==> config.mk <==
export PLATFORM = sky130hd
export DESIGN_NAME = index_sampler_without_replacement_flat
export DESIGN_NICKNAME = d
export VERILOG_FILES = /design/src/design/idxs_pkg.sv /design/src/design/idxs_req_if.sv /design/src/design/idxs_res_if.sv /design/src/design/idxs_ram.sv /design/src/design/idxs_mod_unit.sv /design/src/design/index_sampler_without_replacement.sv /design/src/flat_wrapper.sv
export SDC_FILE = /design/constraint.sdc
export NUM_CORES = 2
export LEC_CHECK = 0
export BUFFER_PORTS_ARGS = -buffer_cell sky130_fd_sc_hd__buf_2
export CAP_MARGIN = 20
export CORE_ASPECT_RATIO = 0.7
export CORE_MARGIN = 1
export CORE_UTILIZATION = 45
export DETAILED_ROUTE_END_ITERATION = 16
export SYNTH_ARGS = -nofsm -noshare
export SYNTH_HDL_FRONTEND = slang
export SYNTH_HIERARCHICAL = 1
export SYNTH_SLANG_ARGS = --single-unit
==> constraint.sdc <==
create_clock -name i_clk -period 15.5 [get_ports i_clk]
set_clock_uncertainty 0.1 [all_clocks]
set_input_delay 1.55 -clock i_clk [delete_from_list [all_inputs] [get_ports i_clk]]
set_output_delay 1.55 -clock i_clk [all_outputs]
set_load 0.01 [all_outputs]
==> src/design/idxs_pkg.sv <==
`timescale 1ns / 1ps

package idxs_pkg;

    localparam int WORD_W    = 32;
    localparam int CNT_W     = 9;
    localparam int REM_W     = CNT_W + 1;
    localparam int PICK_W    = 8;
    localparam int CFG_W     = 9;
    localparam int CFG_IDX_W = 2;

    typedef logic [1:0] t_status;

    localparam t_status ST_DRAWN   = 2'd0;
    localparam t_status ST_RESTART = 2'd1;
    localparam t_status ST_EMPTY   = 2'd2;
    localparam t_status ST_LIMIT   = 2'd3;

    localparam logic CMD_RESTART = 1'b0;
    localparam logic CMD_DRAW    = 1'b1;

    localparam logic [CFG_IDX_W-1:0] CFG_POOL_COUNT = 2'd0;
    localparam logic [CFG_IDX_W-1:0] CFG_WITH_REPL  = 2'd1;
    localparam logic [CFG_IDX_W-1:0] CFG_DRAW_LIMIT = 2'd2;

endpackage

==> src/design/idxs_req_if.sv <==
`timescale 1ns / 1ps

interface idxs_req_if;

    logic                            valid;
    logic                            ready;
    logic                            cmd;
    logic [idxs_pkg::WORD_W-1:0]     rand_word;

    modport source (output valid, output cmd, output rand_word, input ready);
    modport sink (input valid, input cmd, input rand_word, output ready);

endinterface

==> src/design/idxs_res_if.sv <==
`timescale 1ns / 1ps

interface idxs_res_if;

    logic                            valid;
    logic                            ready;
    logic [idxs_pkg::PICK_W-1:0]     picked_index;
    idxs_pkg::t_status               status;
    logic                            last_draw;

    modport source (output valid, output picked_index, output status, output last_draw,
                    input ready);
    modport sink (input valid, input picked_index, input status, input last_draw,
                  output ready);

endinterface

==> src/design/idxs_ram.sv <==
`timescale 1ns / 1ps

module idxs_ram #(
    parameter int WIDTH = 8,
    parameter int DEPTH = 256
) (
    input  logic                     i_clk,
    input  logic                     i_we,
    input  logic [$clog2(DEPTH)-1:0] i_waddr,
    input  logic [WIDTH-1:0]         i_wdata,
    input  logic [$clog2(DEPTH)-1:0] i_raddr,
    output logic [WIDTH-1:0]         o_rdata
);

    logic [WIDTH-1:0] r_mem [DEPTH];
    logic [WIDTH-1:0] r_rdata;

    always_ff @(posedge i_clk) begin
        if (i_we) begin
            r_mem[i_waddr] <= i_wdata;
        end
        r_rdata <= r_mem[i_raddr];
    end

    assign o_rdata = r_rdata;

endmodule

==> src/design/idxs_mod_unit.sv <==
`timescale 1ns / 1ps

module idxs_mod_unit (
    input  logic                         i_clk,
    input  logic                         i_rst_n,
    input  logic                         i_start,
    input  logic [idxs_pkg::WORD_W-1:0]  i_dividend,
    input  logic [idxs_pkg::CNT_W-1:0]   i_divisor,
    output logic                         o_done,
    output logic [idxs_pkg::CNT_W-1:0]   o_rem
);

    localparam int STEP_W = $clog2(idxs_pkg::WORD_W);

    logic                          r_busy;
    logic                          r_done;
    logic [STEP_W-1:0]             r_cnt;
    logic [idxs_pkg::WORD_W-1:0]   r_quo;
    logic [idxs_pkg::CNT_W-1:0]    r_rem;
    logic [idxs_pkg::CNT_W-1:0]    r_div;
    logic [idxs_pkg::REM_W-1:0]    n_shift;
    logic [idxs_pkg::REM_W-1:0]    n_rem;

    always_comb begin
        n_shift = {r_rem, r_quo[idxs_pkg::WORD_W-1]};
        if (n_shift >= {1'b0, r_div}) begin
            n_rem = n_shift - {1'b0, r_div};
        end else begin
            n_rem = n_shift;
        end
    end

    always_ff @(posedge i_clk) begin
        if (!i_rst_n) begin
            r_busy <= 1'b0;
            r_done <= 1'b0;
            r_cnt  <= '0;
        end else begin
            r_done <= 1'b0;
            if (i_start) begin
                r_busy <= 1'b1;
                r_cnt  <= '0;
            end else if (r_busy) begin
                r_cnt <= r_cnt + 1'b1;
                if (r_cnt == STEP_W'(idxs_pkg::WORD_W - 1)) begin
                    r_busy <= 1'b0;
                    r_done <= 1'b1;
                end
            end
        end
    end

    always_ff @(posedge i_clk) begin
        if (i_start) begin
            r_quo <= i_dividend;
            r_div <= i_divisor;
            r_rem <= '0;
        end else if (r_busy) begin
            r_quo <= {r_quo[idxs_pkg::WORD_W-2:0], 1'b0};
            r_rem <= n_rem[idxs_pkg::CNT_W-1:0];
        end
    end

    assign o_done = r_done;
    assign o_rem  = r_rem;

endmodule

==> src/design/index_sampler_without_replacement.sv <==
`timescale 1ns / 1ps

// A draw passes the bit-serial remainder unit, then the pool memory read (S_RDJ, S_RDT) and,
// without replacement only, the swap writes (S_WRJ, S_WRT) before its result is loaded in S_FIN.
// A start item, a limit or empty status goes straight to S_FIN; a new request is taken
// the cycle after a result is loaded, which waits while the result register is still full.
// A start item then rewrites the pool memory, one entry a cycle, before the next request.
// After reset the pool memory is loaded the same way, all MEM_DEPTH entries, taking no request.
module index_sampler_without_replacement #(
    parameter int POOL_DEPTH = 256
) (
    input  logic                               i_clk,
    input  logic                               i_rst_n,
    idxs_req_if.sink                           i_req,
    idxs_res_if.source                         o_res,
    input  logic                               i_cfg_we,
    input  logic [idxs_pkg::CFG_IDX_W-1:0]     i_cfg_idx,
    input  logic [idxs_pkg::CFG_W-1:0]         i_cfg_data
);

    localparam int MEM_DEPTH = (POOL_DEPTH < 512) ? POOL_DEPTH : 512;
    localparam int AW        = $clog2(MEM_DEPTH);
    localparam int CAP       = (POOL_DEPTH < 511) ? POOL_DEPTH : 511;
    localparam int CW        = idxs_pkg::CNT_W;

    localparam logic [2:0] S_IDLE  = 3'd0;
    localparam logic [2:0] S_DIV   = 3'd1;
    localparam logic [2:0] S_RDJ   = 3'd2;
    localparam logic [2:0] S_RDT   = 3'd3;
    localparam logic [2:0] S_WRJ   = 3'd4;
    localparam logic [2:0] S_WRT   = 3'd5;
    localparam logic [2:0] S_FIN   = 3'd6;
    localparam logic [2:0] S_SWEEP = 3'd7;

    logic [2:0]                    r_state, n_state;
    logic [CW-1:0]                 r_remaining, n_remaining;
    logic [CW-1:0]                 r_draws, n_draws;
    logic [CW-1:0]                 r_cfg_count;
    logic                          r_cfg_repl;
    logic [CW-1:0]                 r_cfg_limit;
    logic [AW-1:0]                 r_sweep, n_sweep;
    logic                          r_ovalid, n_ovalid;

    logic [AW-1:0]                 r_j, n_j;
    logic [AW-1:0]                 r_t, n_t;
    logic [AW-1:0]                 r_val_j, n_val_j;
    idxs_pkg::t_status             r_status, n_status;
    logic                          r_last, n_last;
    logic [idxs_pkg::PICK_W-1:0]   r_opick, n_opick;
    idxs_pkg::t_status             r_ostatus, n_ostatus;
    logic                          r_olast, n_olast;

    logic                          req_fire;
    logic                          div_start;
    logic                          div_done;
    logic [CW-1:0]                 div_rem;
    logic [CW-1:0]                 eff_count;
    logic                          mem_we;
    logic [AW-1:0]                 mem_waddr;
    logic [AW-1:0]                 mem_wdata;
    logic [AW-1:0]                 mem_raddr;
    logic [AW-1:0]                 mem_rdata;

    assign i_req.ready = (r_state == S_IDLE);
    assign req_fire    = i_req.valid && (r_state == S_IDLE);
    assign eff_count   = (r_cfg_count > CW'(CAP)) ? CW'(CAP) : r_cfg_count;

    always_comb begin
        n_state     = r_state;
        n_remaining = r_remaining;
        n_draws     = r_draws;
        n_sweep     = r_sweep;
        n_ovalid    = r_ovalid;
        n_j         = r_j;
        n_t         = r_t;
        n_val_j     = r_val_j;
        n_status    = r_status;
        n_last      = r_last;
        n_opick     = r_opick;
        n_ostatus   = r_ostatus;
        n_olast     = r_olast;
        div_start   = 1'b0;
        mem_we      = 1'b0;
        mem_waddr   = r_sweep;
        mem_wdata   = r_sweep;
        mem_raddr   = r_j;

        if (r_ovalid && o_res.ready) begin
            n_ovalid = 1'b0;
        end

        case (r_state)
            S_IDLE: begin
                if (req_fire) begin
                    n_val_j = '0;
                    n_last  = 1'b0;
                    n_t     = AW'(r_remaining - 1'b1);
                    if (i_req.cmd == idxs_pkg::CMD_RESTART) begin
                        n_remaining = eff_count;
                        n_draws     = '0;
                        n_status    = idxs_pkg::ST_RESTART;
                        n_state     = S_FIN;
                    end else if (r_draws >= r_cfg_limit) begin
                        n_status = idxs_pkg::ST_LIMIT;
                        n_state  = S_FIN;
                    end else if (r_remaining == '0) begin
                        n_status = idxs_pkg::ST_EMPTY;
                        n_state  = S_FIN;
                    end else begin
                        n_status  = idxs_pkg::ST_DRAWN;
                        div_start = 1'b1;
                        n_state   = S_DIV;
                    end
                end
            end
            S_DIV: begin
                if (div_done) begin
                    n_j     = AW'(div_rem);
                    n_state = S_RDJ;
                end
            end
            S_RDJ: begin
                mem_raddr = r_j;
                n_state   = S_RDT;
            end
            S_RDT: begin
                mem_raddr = r_t;
                n_val_j   = mem_rdata;
                n_draws   = r_draws + 1'b1;
                n_last    = ((r_draws + 1'b1) == r_cfg_limit);
                n_state   = r_cfg_repl ? S_FIN : S_WRJ;
            end
            S_WRJ: begin
                mem_we    = 1'b1;
                mem_waddr = r_j;
                mem_wdata = mem_rdata;
                n_state   = S_WRT;
            end
            S_WRT: begin
                mem_we      = 1'b1;
                mem_waddr   = r_t;
                mem_wdata   = r_val_j;
                n_remaining = r_remaining - 1'b1;
                n_state     = S_FIN;
            end
            S_FIN: begin
                if (!r_ovalid || o_res.ready) begin
                    n_ovalid  = 1'b1;
                    n_opick   = idxs_pkg::PICK_W'(r_val_j);
                    n_ostatus = r_status;
                    n_olast   = r_last;
                    n_sweep   = '0;
                    n_state   = (r_status == idxs_pkg::ST_RESTART) ? S_SWEEP : S_IDLE;
                end
            end
            S_SWEEP: begin
                mem_we    = 1'b1;
                mem_waddr = r_sweep;
                mem_wdata = r_sweep;
                if (r_sweep == AW'(MEM_DEPTH - 1)) begin
                    n_sweep = '0;
                    n_state = S_IDLE;
                end else begin
                    n_sweep = r_sweep + 1'b1;
                end
            end
            default: begin
                n_state = S_IDLE;
            end
        endcase
    end

    always_ff @(posedge i_clk) begin
        if (!i_rst_n) begin
            r_state     <= S_SWEEP;
            r_remaining <= CW'(CAP < 256 ? CAP : 256);
            r_draws     <= '0;
            r_sweep     <= '0;
            r_ovalid    <= 1'b0;
            r_cfg_count <= CW'(256);
            r_cfg_repl  <= 1'b0;
            r_cfg_limit <= CW'(256);
        end else begin
            r_state     <= n_state;
            r_remaining <= n_remaining;
            r_draws     <= n_draws;
            r_sweep     <= n_sweep;
            r_ovalid    <= n_ovalid;
            if (i_cfg_we) begin
                case (i_cfg_idx)
                    idxs_pkg::CFG_POOL_COUNT: r_cfg_count <= i_cfg_data;
                    idxs_pkg::CFG_WITH_REPL:  r_cfg_repl  <= i_cfg_data[0];
                    idxs_pkg::CFG_DRAW_LIMIT: r_cfg_limit <= i_cfg_data;
                    default: begin
                    end
                endcase
            end
        end
    end

    always_ff @(posedge i_clk) begin
        r_j       <= n_j;
        r_t       <= n_t;
        r_val_j   <= n_val_j;
        r_status  <= n_status;
        r_last    <= n_last;
        r_opick   <= n_opick;
        r_ostatus <= n_ostatus;
        r_olast   <= n_olast;
    end

    idxs_mod_unit u_mod (
        .i_clk      (i_clk),
        .i_rst_n    (i_rst_n),
        .i_start    (div_start),
        .i_dividend (i_req.rand_word),
        .i_divisor  (r_remaining),
        .o_done     (div_done),
        .o_rem      (div_rem)
    );

    idxs_ram #(
        .WIDTH (AW),
        .DEPTH (MEM_DEPTH)
    ) u_pool (
        .i_clk   (i_clk),
        .i_we    (mem_we),
        .i_waddr (mem_waddr),
        .i_wdata (mem_wdata),
        .i_raddr (mem_raddr),
        .o_rdata (mem_rdata)
    );

    assign o_res.valid        = r_ovalid;
    assign o_res.picked_index = r_opick;
    assign o_res.status       = r_ostatus;
    assign o_res.last_draw    = r_olast;

endmodule
==> src/flat_wrapper.sv <==
// flat-port wrapper written by rule: the top's interface ports become plain ports
module index_sampler_without_replacement_flat 
#(
    parameter int POOL_DEPTH = 256
)
  (i_clk, i_rst_n, i_cfg_we, i_cfg_idx, i_cfg_data, i_req_valid, i_req_cmd, i_req_rand_word, i_req_ready, o_res_valid, o_res_picked_index, o_res_status, o_res_last_draw, o_res_ready);
  idxs_req_if i_req_i ();
  idxs_res_if o_res_i ();
  input  logic i_clk;
  input  logic i_rst_n;
  input  logic i_cfg_we;
  input  logic [idxs_pkg::CFG_IDX_W-1:0] i_cfg_idx;
  input  logic [idxs_pkg::CFG_W-1:0] i_cfg_data;
  input wire logic [$bits(i_req_i.valid)-1:0] i_req_valid;
  input wire logic [$bits(i_req_i.cmd)-1:0] i_req_cmd;
  input wire logic [$bits(i_req_i.rand_word)-1:0] i_req_rand_word;
  output wire logic [$bits(i_req_i.ready)-1:0] i_req_ready;
  output wire logic [$bits(o_res_i.valid)-1:0] o_res_valid;
  output wire logic [$bits(o_res_i.picked_index)-1:0] o_res_picked_index;
  output wire logic [$bits(o_res_i.status)-1:0] o_res_status;
  output wire logic [$bits(o_res_i.last_draw)-1:0] o_res_last_draw;
  input wire logic [$bits(o_res_i.ready)-1:0] o_res_ready;
  assign i_req_i.valid = i_req_valid;
  assign i_req_i.cmd = i_req_cmd;
  assign i_req_i.rand_word = i_req_rand_word;
  assign i_req_ready = i_req_i.ready;
  assign o_res_valid = o_res_i.valid;
  assign o_res_picked_index = o_res_i.picked_index;
  assign o_res_status = o_res_i.status;
  assign o_res_last_draw = o_res_i.last_draw;
  assign o_res_i.ready = o_res_ready;
  index_sampler_without_replacement #(.POOL_DEPTH(POOL_DEPTH)) u_core (.i_clk(i_clk), .i_rst_n(i_rst_n), .i_req(i_req_i), .o_res(o_res_i), .i_cfg_we(i_cfg_we), .i_cfg_idx(i_cfg_idx), .i_cfg_data(i_cfg_data));
endmodule
**Word level (Yosys, flattened, before mapping)**

Memory sizes are Yosys's and may differ from the RTL's. A register that Yosys moved wholly into a read port is not among the register bits.
Cells that the tools add are included.

- $add $sub $neg: 5
- Magnitude comparators: 3
- Equality and inequality tests: 18
- Muxes and demuxes: 47
- Bitwise gates (word level): 3
- Reductions and logical operators: 26

Operators with widths:

| cell | number |
|---|---|
| $mux 32 | 2 |
| $pmux 8 s2 | 4 |
| $mux 9 | 6 |
| $pmux 9 s2 | 2 |
| $mux 8 | 4 |
| $mux 3 | 8 |
| $pmux 3 s8 | 1 |
| $mux 1 | 16 |
| $reduce_and 2->1 | 8 |
| $eq 3x3->1 const B | 4 |
| $ge 10x9->1 | 1 |
| $add 9x1->9 const B | 1 |
| $eq 9x9->1 | 1 |
| $ge 9x9->1 | 1 |
| $gt 9x9->1 const B | 1 |
| $logic_not 9->1 | 1 |
| $sub 9x1->9 const B | 1 |
| $sub 9x9->9 | 1 |
| $add 8x1->8 const B | 1 |
| $eq 8x8->1 const B | 1 |
| $reduce_bool 2->1 | 4 |
| $eq 3x2->1 const B | 2 |
| $mux 2 | 3 |
| $ne 2x1->1 const B | 3 |
| 17 further kinds | 25 |

- Flip-flop bits (word level): 144
- Memory bits (writable): 2,048
- Bits of input ports: 49
- Output and inout port bits: 13
- Word-level logic and storage cells: 126
- Memories: 1

Memory list:

| name | depth | bits a word | rd ports | clocked after memory_dff | wr ports | line | text |
|---|---|---|---|---|---|---|---|
| u_core.u_pool.r_mem | 256 | 8 | 1 | 1 | 1 | idxs_ram.sv:15 | `logic [WIDTH-1:0] r_mem [DEPTH];` |

**Depth between registers and ports, before layout**

- Depth after elaboration: 7
- Depth in mapped cells: 17
- Depth with buffers taken out: 11

**Modules after synthesis**

The synthesis kept the hierarchy.

Modules (own cells, without submodules):

| module | times used | cells an instance | area each (µm²) | sequential area each (µm²) |
|---|---|---|---|---|
| idxs_ram | 1 | 3,733 | 79,556.3 | 61,659.1 |
| index_sampler_without_replacement | 1 | 496 | 4,549.4 | 2,122.0 |
| idxs_mod_unit | 1 | 226 | 2,915.3 | 1,551.5 |

**Worst setup path after synthesis**

OpenSTA, ideal clock, no wires.

- Kind: flip-flop to flip-flop
- Start: reg u_core.r_state[0]
- End: mem u_core.u_pool.r_mem[0][0] (data pin)
- Library setup time: 1,580 ps
- Data arrival time: 8,007 ps
- Required time: 13,820 ps
- Path slack: 5,813 ps
- Stages on the path, launching flop included: 6
- Buffers on the path: 3
- Period minus slack after synthesis: 9,687 ps
- Cell sequence: dfxtp_1 buf_4 buf_2 buf_2 mux2i_1 a21oi_1

- Longest elaborated chain between the ends: 2
- Elaborated cells on any way between the ends: 3
- Those cells by class: eq/ne (2); mux (1)

RTL lines:

| element | line | text |
|---|---|---|
| start, declared | index_sampler_without_replacement.sv:35 | `logic [2:0] r_state, n_state;` |
| start signal, assigned | index_sampler_without_replacement.sv:184 | `r_state <= n_state;` |
| $eq 3x3->1 | index_sampler_without_replacement.sv:92 | `case (r_state)` |
| $pmux 8 s2 (*) | index_sampler_without_replacement.sv:92 |  |
| named net u_core.mem_wdata[0] | index_sampler_without_replacement.sv:60 | `logic [AW-1:0] mem_wdata;` |
| end, declared | idxs_ram.sv:15 |  |

The timed path passes the listed nets; every way through them passes the cells marked *.

**Worst setup path in the final report**

- Start: reg u_core.r_state[1]
- End: reg u_core.u_pool.r_rdata[0] (netlist: u_core/u_pool/o_rdata[0]) (read register of u_core.u_pool.r_mem)

- Longest elaborated chain between the ends: 2

RTL lines:

| element | line | text |
|---|---|---|
| $eq 3x2->1 | index_sampler_without_replacement.sv:92 |  |
| $mux 8 | index_sampler_without_replacement.sv:92 |  |
| named net u_core.mem_raddr[0] | index_sampler_without_replacement.sv:61 | `logic [AW-1:0] mem_raddr;` |
| end, declared | idxs_ram.sv:16 | `logic [WIDTH-1:0] r_rdata;` |

The timed path passes the listed nets, and every way through them passes these cells.
A chain may end at the register's enable or synchronous reset.

==> flow_summary.json <==
{
  "status": "finished clean",
  "rrSetupSlack_ns": 8.79,
  "grt_setup_unrepaired": "no",
  "die-area_mm2": 0.1952,
  "io_buffers": 61,
  "fillers": 15300,
  "yosys_warnings": 6,
  "drc": 0,
  "netlist_instances": 4455,
  "grt_pass1_vias": 43250,
  "num_rows": 134,
  "overflow": 0,
  "power_density_mw_per_mm2": 167.5,
  "drt-wirelength-per-cell_um": 31.37,
  "synth_edf_count": 2127,
  "relSlewSlack_pct": 16.32,
  "max_freq_mhz": 149.0,
  "cp-end-kind": "register",
  "cts.sinks": 2200,
  "path_clk_slew_ns": 0.07,
  "worst-setup-path-type": "reg2reg",
  "ir_drop_uv": 270.3,
  "final_util_pct": 50.50,
  "core_mm2": 0.1913,
  "seqCellArea_mm2": 0.06533,
  "drv_slew": 0,
  "area_growth_pct": 11.01,
  "io-pin-count": 62,
  "synth_common_cells": "2127 x edfxtp_1, 454 x mux4_2, 363 x nor2_1",
  "synth_nets": 4529,
  "drive_above_1_share_pct": 21.19,
  "postSynth.asyncResetShare_pct": 0,
  "netlist_top_cells_area": "edfxtp_1 73%, mux4_2 12%, mux2i_1 2.0%",
  "setup_viol_count_final": 0,
  "maxCapViolCount": 0,
  "fin_tns_setup_ns": 0,
  "cts_tree": "done",
  "first_pass_iters": 5,
  "tightest_slew_ns": 1.255,
  "die_h_um": 369.9,
  "cts_max_level": 4,
  "synth_top_cell_by_area": "edfxtp_1",
  "cts_hold_buf": 0,
  "die_w_um": 527.6,
  "worstPathArrival_ns": 7.31,
  "final_antenna_net_count": 0,
  "post-cts-setup-buffers": 0,
  "hpwl_mm": 138.2,
  "grt_pass1_wl_mm": 325.3,
  "grt_start_max_net_pins": 225,
  "drtIter0Drc": 6384,
  "antenna_found_initial": 13,
  "cp.required_ns": 16.10,
  "viasPerCell": 6.221,
  "worst-path-max-fanout": 104,
  "finalHoldViolCount": 0,
  "period_share_pct": 43.30,
  "yosysSeqAreaShare_pct": 75.08,
  "cts_resized": 0,
  "synth-seq-cells": 2200,
  "clockBufferDepth": 4,
  "ctsRootBufferMaster": "clkbuf_16",
  "nets": 4632,
  "clk_latency_ns": 0.85,
  "pre_cts_ws_ns": 8.970,
  "yosysUniqueCellTypes": 93,
  "netlist.area_leader.share_pct": 73.40,
  "start_kind": "register",
  "hold_class": "reg2reg",
  "avgSynthCellArea_um2": 19.53,
  "start_util_pct": 45.49,
  "synthFlopType": "edfxtp_1",
  "cts_made_buffers": 202,
  "wirelength_mm": 229.2,
  "multi_input_area_mm2": 0.02013,
  "leakagePower_uw": 0.03044,
  "synthMostInstantiatedCell": "edfxtp_1",
  "place_congestion": 0.8402,
  "power_uw": 16180,
  "grt.total_usage_pct": 23.29,
  "synth_area_mm2": 0.08702,
  "setup_ws_ns": 8.789,
  "fin_crit_ns": 6.711,
  "vias": 45440
}
state kept, by name, indices dropped and copies added, names as in the netlist, 2 cells and up:
name,flops
u_core/o_res.picked_index,8
u_core/o_res.status,2
u_core/r_cfg_count,9
u_core/r_cfg_limit,9
u_core/r_draws,9
u_core/r_j,8
u_core/r_remaining,9
u_core/r_state,3
u_core/r_status,2
u_core/r_sweep,8
u_core/r_t,8
u_core/r_val_j,8
u_core/u_mod/o_rem,9
u_core/u_mod/r_cnt,5
u_core/u_mod/r_div,9
u_core/u_mod/r_quo,32
u_core/u_pool/o_rdata,8
u_core/u_pool/r_mem,2048
final timing paths:
check	from	endpoint	cells past startpoint
max reg2reg	u_core/r_state[1]	u_core/u_pool/o_rdata[0]	12
min reg2reg	u_core/r_last	u_core/o_res.last_draw	0
max	u_core/r_state[1]	u_core/u_pool/o_rdata[0]	12
min	u_core/r_last	u_core/o_res.last_draw	0
cell usage in the layout, fill, tap and decap left out, types with 34 or more instances in the layout:
master | netlist | routed
a21oi_1 | 147 | 139
a22oi_1 | 136 | 136
buf_2 | 38 | 62
buf_4 | 29 | 93
clkbuf_1 | 138 | 38
clkbuf_16 | 0 | 207
clkinv_1 | 3 | 56
dfxtp_1 | 73 | 73
edfxtp_1 | 2127 | 2127
mux2i_1 | 170 | 170
mux4_2 | 454 | 454
nand2_1 | 94 | 88
nand3_1 | 42 | 42
nor2_1 | 363 | 360
nor3_1 | 36 | 34
o21ai_0 | 36 | 36
o221ai_1 | 47 | 47
routing by layer:
metal	routed length, um	up-vias	track usage (%)
met4	4213	4	5.109
met1	103800	24230	37.28
met5	21	-	0
met3	24990	275	5.620
met2	96160	2398	31.95
li1	-	18530	-
power breakdown:
group | leakage (uW) | total, uW | internal, uW | switching [uW]
clock | 0.00313 | 4930 | 2780 | 2150
combinational | 0.00722 | 3720 | 1090 | 2620
sequential | 0.0201 | 7540 | 7410 | 127
total | 0.0304 | 16200 | 11300 | 4900
layout make-up:
cell class	count	share of cell area (%)
clock buffer	251	5.595
multi-input combinational	1947	20.84
clock inverter	110	1.035
tap	2584	3.347
timing repair buffer	174	1.413
sequential	2200	67.63
antenna	6	0.01554
inverter	33	0.1282
metrics by stage:
| step | instance area [um2] | cells | hold WS [ns] |
|---|---|---|---|
| 3_3_place_gp | 89960 | 6922 | 0.3210 |
| 5_1_grt | 96590 | 7299 | 0.3488 |
| 4_1_cts | 96440 | 7290 | 0.3462 |
| 6_report | 96600 | 7305 | 0.3476 |
| 2_1_floorplan | 87020 | 4455 | 0.3003 |
| 3_5_place_dp | 90040 | 6929 | 0.3345 |
critical path, cell delays in order (launching register included):
cell,delay [ns]
dfxtp_1,0.71
and3b_1,0.27
buf_4,0.30
nand2_1,0.15
nand2_4,0.38
buf_12,0.60
buf_4,0.70
buf_4,0.80
mux4_2,0.59
a22oi_1,0.29
a21oi_1,0.28
nor4_1,1.01
nor4_2,0.08
logic make-up after synthesis:
group	synth area share [%]
AND/OR/NAND/NOR	3.750
XOR/XNOR	0.2315
multiplexers	14.18
adder cells (fa/ha/maj)	0.3681
flip-flops	75.08
buffers and inverters	2.039
AO/OA/AOI/OAI	4.355
Note: power is estimated with default switching activity, not from simulation.
